$ cat config.mk
export PLATFORM = sky130hd
export DESIGN_NAME = vn_div
export DESIGN_NICKNAME = d
export VERILOG_FILES = /design/src/design/vn_pkg.sv /design/src/design/vn_div.sv
export SDC_FILE = /design/constraint.sdc
export NUM_CORES = 2
export LEC_CHECK = 0
export BUFFER_PORTS_ARGS = -buffer_cell sky130_fd_sc_hd__buf_4
export CAP_MARGIN = 10
export CORE_UTILIZATION = 31
export CTS_CLUSTER_SIZE = 25
export DETAILED_ROUTE_END_ITERATION = 8
export GPL_TIMING_DRIVEN = 0
export MAX_ROUTING_LAYER = met4
export REMOVE_ABC_BUFFERS = 1
export SETUP_SLACK_MARGIN = 0.05
export SKIP_CTS_REPAIR_TIMING = 1
export SYNTH_ARGS = -nofsm -noshare
export SYNTH_HDL_FRONTEND = slang
export SYNTH_SLANG_ARGS = --single-unit
export TNS_END_PERCENT = 100
$ cat constraint.sdc
create_clock -name clk -period 4.51 [get_ports clk]
set_input_delay 0.451 -clock clk [delete_from_list [all_inputs] [get_ports clk]]
set_output_delay 0.451 -clock clk [all_outputs]
set_load 0.005 [all_outputs]
$ cat src/design/vn_pkg.sv
`timescale 1ns / 1ps
// Shared types and constants for the vector normalization pipeline.
// No dependencies; imported by every module of the block.
package vn_pkg;

  localparam int COMP_W     = 32;            // Q16.16 component width
  localparam int SUM_W      = 2 * COMP_W;    // Q32.32 sum of squares
  localparam int ROOT_W     = COMP_W;        // one root bit per stage
  localparam int QUO_W      = 17;            // quotient 0..65536
  localparam int UNIT_W     = QUO_W + 1;     // signed Q1.16
  localparam int FRAC_W     = 16;
  localparam int SQ_LAT     = 3;             // abs, square, sum
  localparam int ROOT_LAT   = ROOT_W;
  localparam int DIV_LAT    = QUO_W;
  localparam int PIPE_LAT   = SQ_LAT + ROOT_LAT + DIV_LAT + 1;

  // Sign and magnitude of one component.
  typedef struct packed {
    logic              neg;
    logic [COMP_W-1:0] mag;
  } comp_t;

endpackage

$ cat src/design/vn_div.sv
`timescale 1ns / 1ps
// Pipelined restoring divider: (mag << 16) / len, one quotient bit per stage.
// Depends on vn_pkg.
module vn_div import vn_pkg::*; (
  input  logic              clk,
  input  logic              en,
  input  logic [COMP_W-1:0] mag,
  input  logic              neg,
  input  logic [ROOT_W-1:0] len,
  output logic [QUO_W-1:0]  quo,
  output logic              neg_out,
  output logic [ROOT_W-1:0] len_out
);

  logic [ROOT_W-1:0] rem_r [DIV_LAT];
  logic [QUO_W-1:0]  quo_r [DIV_LAT];
  logic [ROOT_W-1:0] len_r [DIV_LAT];
  logic              neg_r [DIV_LAT];
  logic              lsb_r;

  // Since mag <= len the quotient fits QUO_W bits, so start at mag >> 1.
  for (genvar s = 0; s < DIV_LAT; s++) begin : g_stage
    logic [ROOT_W-1:0] rem_in;
    logic [QUO_W-1:0]  quo_in;
    logic [ROOT_W-1:0] len_in;
    logic              neg_in;
    logic              nb;
    logic [ROOT_W:0]   r2;
    logic              ge;

    if (s == 0) begin : g_first
      assign rem_in = {1'b0, mag[COMP_W-1:1]};
      assign quo_in = '0;
      assign len_in = len;
      assign neg_in = neg;
      assign nb     = mag[0];
    end else begin : g_next
      assign rem_in = rem_r[s-1];
      assign quo_in = quo_r[s-1];
      assign len_in = len_r[s-1];
      assign neg_in = neg_r[s-1];
      assign nb     = (s == 1) ? lsb_r : 1'b0;
    end

    assign r2 = {rem_in, nb};
    assign ge = (r2 >= {1'b0, len_in});

    always_ff @(posedge clk) begin
      if (en) begin
        rem_r[s] <= ge ? ROOT_W'(r2 - {1'b0, len_in}) : r2[ROOT_W-1:0];
        quo_r[s] <= {quo_in[QUO_W-2:0], ge};
        len_r[s] <= len_in;
        neg_r[s] <= neg_in;
      end
    end
  end

  // The input lsb is consumed in stage 0 only; lsb_r holds zero and feeds stage 1.
  always_ff @(posedge clk) begin
    if (en) begin
      lsb_r <= 1'b0;
    end
  end

  assign quo     = quo_r[DIV_LAT-1];
  assign neg_out = neg_r[DIV_LAT-1];
  assign len_out = len_r[DIV_LAT-1];

endmodule

==> results.json <==
{
  "pwr-share-seq": 0.333,
  "seq_area_frac_synth": 0.519,
  "timing.max_slew.rel_slack": 0.0386,
  "viasPerCell": 4.84,
  "critPathKind": "reg2reg",
  "max_cap_violations": 0,
  "outcome": "completed",
  "setup_repair_after_global_routing_missed_its_margin": "yes",
  "fp-row-count": 175,
  "final_cell_mix": "sky130_fd_sc_hd__edfxtp_1 (1226), sky130_fd_sc_hd__inv_1 (666), sky130_fd_sc_hd__ha_1 (539), sky130_fd_sc_hd__a21oi_1 (462), sky130_fd_sc_hd__nand2_1 (411)",
  "final_report_hold_violation_count": 0,
  "place.gp.congestion": 0.932,
  "leakage_uw": 0.0327,
  "die-width_um": 480,
  "clk_latency_ns": 0.80,
  "worstPathArrival_ns": 4.87,
  "synth_ff_type": "sky130_fd_sc_hd__edfxtp_1",
  "initial_utilization": 0.312,
  "peakVddDrop_uv": 460,
  "synth_async_sr_flop_share": 0,
  "hold-worst-slack_ns": 0.0822,
  "antenna_left": 0,
  "design.final.nets": 7122,
  "wl_per_cell_um": 16.1,
  "vias": 46600,
  "internal_power_uw": 35200,
  "synth.area.mux_share": 0.0493,
  "pwr_density_cell_nw_per_um2": 685,
  "critical_path.startpoint_type": "register",
  "setup_viol": 0,
  "cts_max_level": 4,
  "p_clk_frac": 0.201,
  "clock_tree.root_cell": "sky130_fd_sc_hd__clkbuf_16",
  "cp_slowest_stage_delay_ns": 1.19,
  "nFillCells": 22000,
  "timing.final.crit_share": 0.970,
  "cts_buffer_depth": 3,
  "fp.coreArea_sq_um": 227000,
  "synth-xor-area-share": 0.0536,
  "dp_worst_setup_slack_ns": -0.800,
  "detail_route.iter0.violations": 2431,
  "layout-area-overhead-vs-synth_pct": 14.2,
  "layout_commonest_cell": "sky130_fd_sc_hd__edfxtp_1",
  "grt_antenna_before_repair": 2,
  "synth-warning-count": 0,
  "timing.critical_path.slowest_stage_cell": "sky130_fd_sc_hd__a2111oi_0",
  "clock.fmax_ghz": 0.229,
  "die_area_sq_um": 231000,
  "synth_compound_area_frac": 0.144,
  "clock_sinks": 1226,
  "largest_family_of_logic_cells_by_synthesized_area": "compound AO/OA/AOI/OAI gates",
  "cts_buffers": 148,
  "power_switching_share": 0.365,
  "critical_path.endpoint_type": "register",
  "grt_pass1_vias": 48100,
  "grt_util_all_layers": 0.136,
  "postRouteWirelength_mm": 155,
  "combinationalPowerShare": 0.466,
  "synth_edf_count": 1226,
  "port-buffer-count": 116,
  "grt_pass1_wl_mm": 246,
  "drc": 0,
  "grt_overflow": 0,
  "post_synthesis_share_of_cell_area_spent_on_full_adders_half_adders_and_majority_gates": 0.100,
  "net_sw_power_uw": 20300,
  "tritoncts": "yes",
  "stdcell_count": 9623,
  "synth-seq-cells": 1226,
  "cp_required_ns": 5.01,
  "drive_gt1_frac": 0.109,
  "report.final.slew_viol_count": 0,
  "clk_pin_slew_ns": 0.05,
  "final.min_clock_period_ns": 4.37,
  "post-place-cells": 9275,
  "critical_path_peak_fanout": 5,
  "place.detailed.hpwl_mm": 116,
  "syn_avg_cell_area_sq_um": 11.3,
  "grt_max_degree": 199,
  "first_pass_iters": 6,
  "post_synth_instance_area_sq_um": 70900,
  "die_boundary_height_um": 480,
  "io-pin-count": 117,
  "worstMarginPinSlew_ns": 1.41,
  "yosys.area_share.simple": 0.0901,
  "critical_path.cell_chain": "ha_1 > o21ai_0 > a21oi_1 > o31ai_2 > o31ai_1 > a311o_1 > a2111oi_0 > o31ai_1 > a21oi_1 > xor2_1 > o21ai_1",
  "postSynthCellCount": 6266,
  "hp-class": "in2reg",
  "yosysUniqueCellTypes": 88,
  "setup_slack_ns": 0.137,
  "finalClockSkew_ns": 0.0334
}
## layer usage
metal | share of wire | vias up | track usage | wire length [um]
li1 | - | 23500 | - | -
met2 | 0.53 | 825 | 0.257 | 82200
met3 | 0.029 | 431 | 0.0209 | 4500
met5 | 0 | - | - | 0
met1 | 0.38 | 21900 | 0.128 | 58400
met4 | 0.064 | 0 | 0.0819 | 9990
## synth_stat cells (all sizes together), types with 98 or more instances
cell type	count	area, sq um
ha	543	6790
nand3	100	500
a21o	277	2080
xor2	162	1420
xnor2	272	2380
nand2	411	1540
a21oi	467	2350
mux2	297	3340
edfxtp	1226	36800
nor2	323	1210
inv	666	2500
clkbuf	98	369
o21ai	364	1830
## registers in the layout (all words and copies together) (netlist names)
signal  flops
len_r     544
neg_r      17
quo_r     153
rem_r     512
## layout make-up
class / count / area, sq um / area share
antenna: 2 / 5.00 / 0.0000618
clock buffer: 187 / 3910 / 0.0483
clock inverter: 79 / 614 / 0.00758
inverter: 666 / 2500 / 0.0309
multi-input combinational: 4235 / 31200 / 0.386
sequential: 1226 / 36800 / 0.454
tap: 3009 / 3760 / 0.0465
timing repair buffer: 219 / 2140 / 0.0264
## final timing paths
kind | from | endpoint | slack, ns | cells after the start
hold reg to reg | quo_r[0][198] | quo_r[0][216] | 0.39 | 0
hold / removal | mag[0] | rem_r[0][0] | 0.08 | 3
setup / recovery | rem_r[0][257] | rem_r[0][319] | 0.14 | 11
setup reg to reg | rem_r[0][257] | rem_r[0][319] | 0.14 | 11
## cells by family (layout without fill, tap and decap cells)
kind of cell	after synthesis	count (layout)
buffers and inverters	806	1151
adders and majority gates	559	559
and+or+nand+nor	1330	1330
AOI/OAI and AO/OA	1599	1600
muxes	312	312
xor gates and xnor gates	434	434
DFF	1226	1226
other	0	2
## power groups by stage
stage               Combinational [uW]  Sequential (uW)  Clock, uW
floorplan                        19600            18000          0
global placement                 24900            18800          0
detailed placement               25400            18600          0
CTS                              25600            18400      11600
global route                     28700            18800      12000
finish                           25900            18400      11200
## critical path, delay by kind of cell (launching register included)
kind,cells,cell delay [ns]
DFF,1,0.40
xor gates and xnor gates,1,0.19
AOI/OAI and AO/OA,9,3.11
adders and majority gates,1,0.39
## stage by stage
stage                     utilization  cell area (sq um)  total power (uW)  setup TNS, ns
final                           0.356              81000             55500              0
after global routing            0.356              81000             59500              0
after CTS                       0.352              80100             55700          -2.24
after detailed placement        0.332              75600             44100        -145.49
after global placement          0.329              75000             43800       -9789.03
after floorplan                     -              70300             37600         -17.56
No activity file was read; power rests on OpenSTA's default activity.
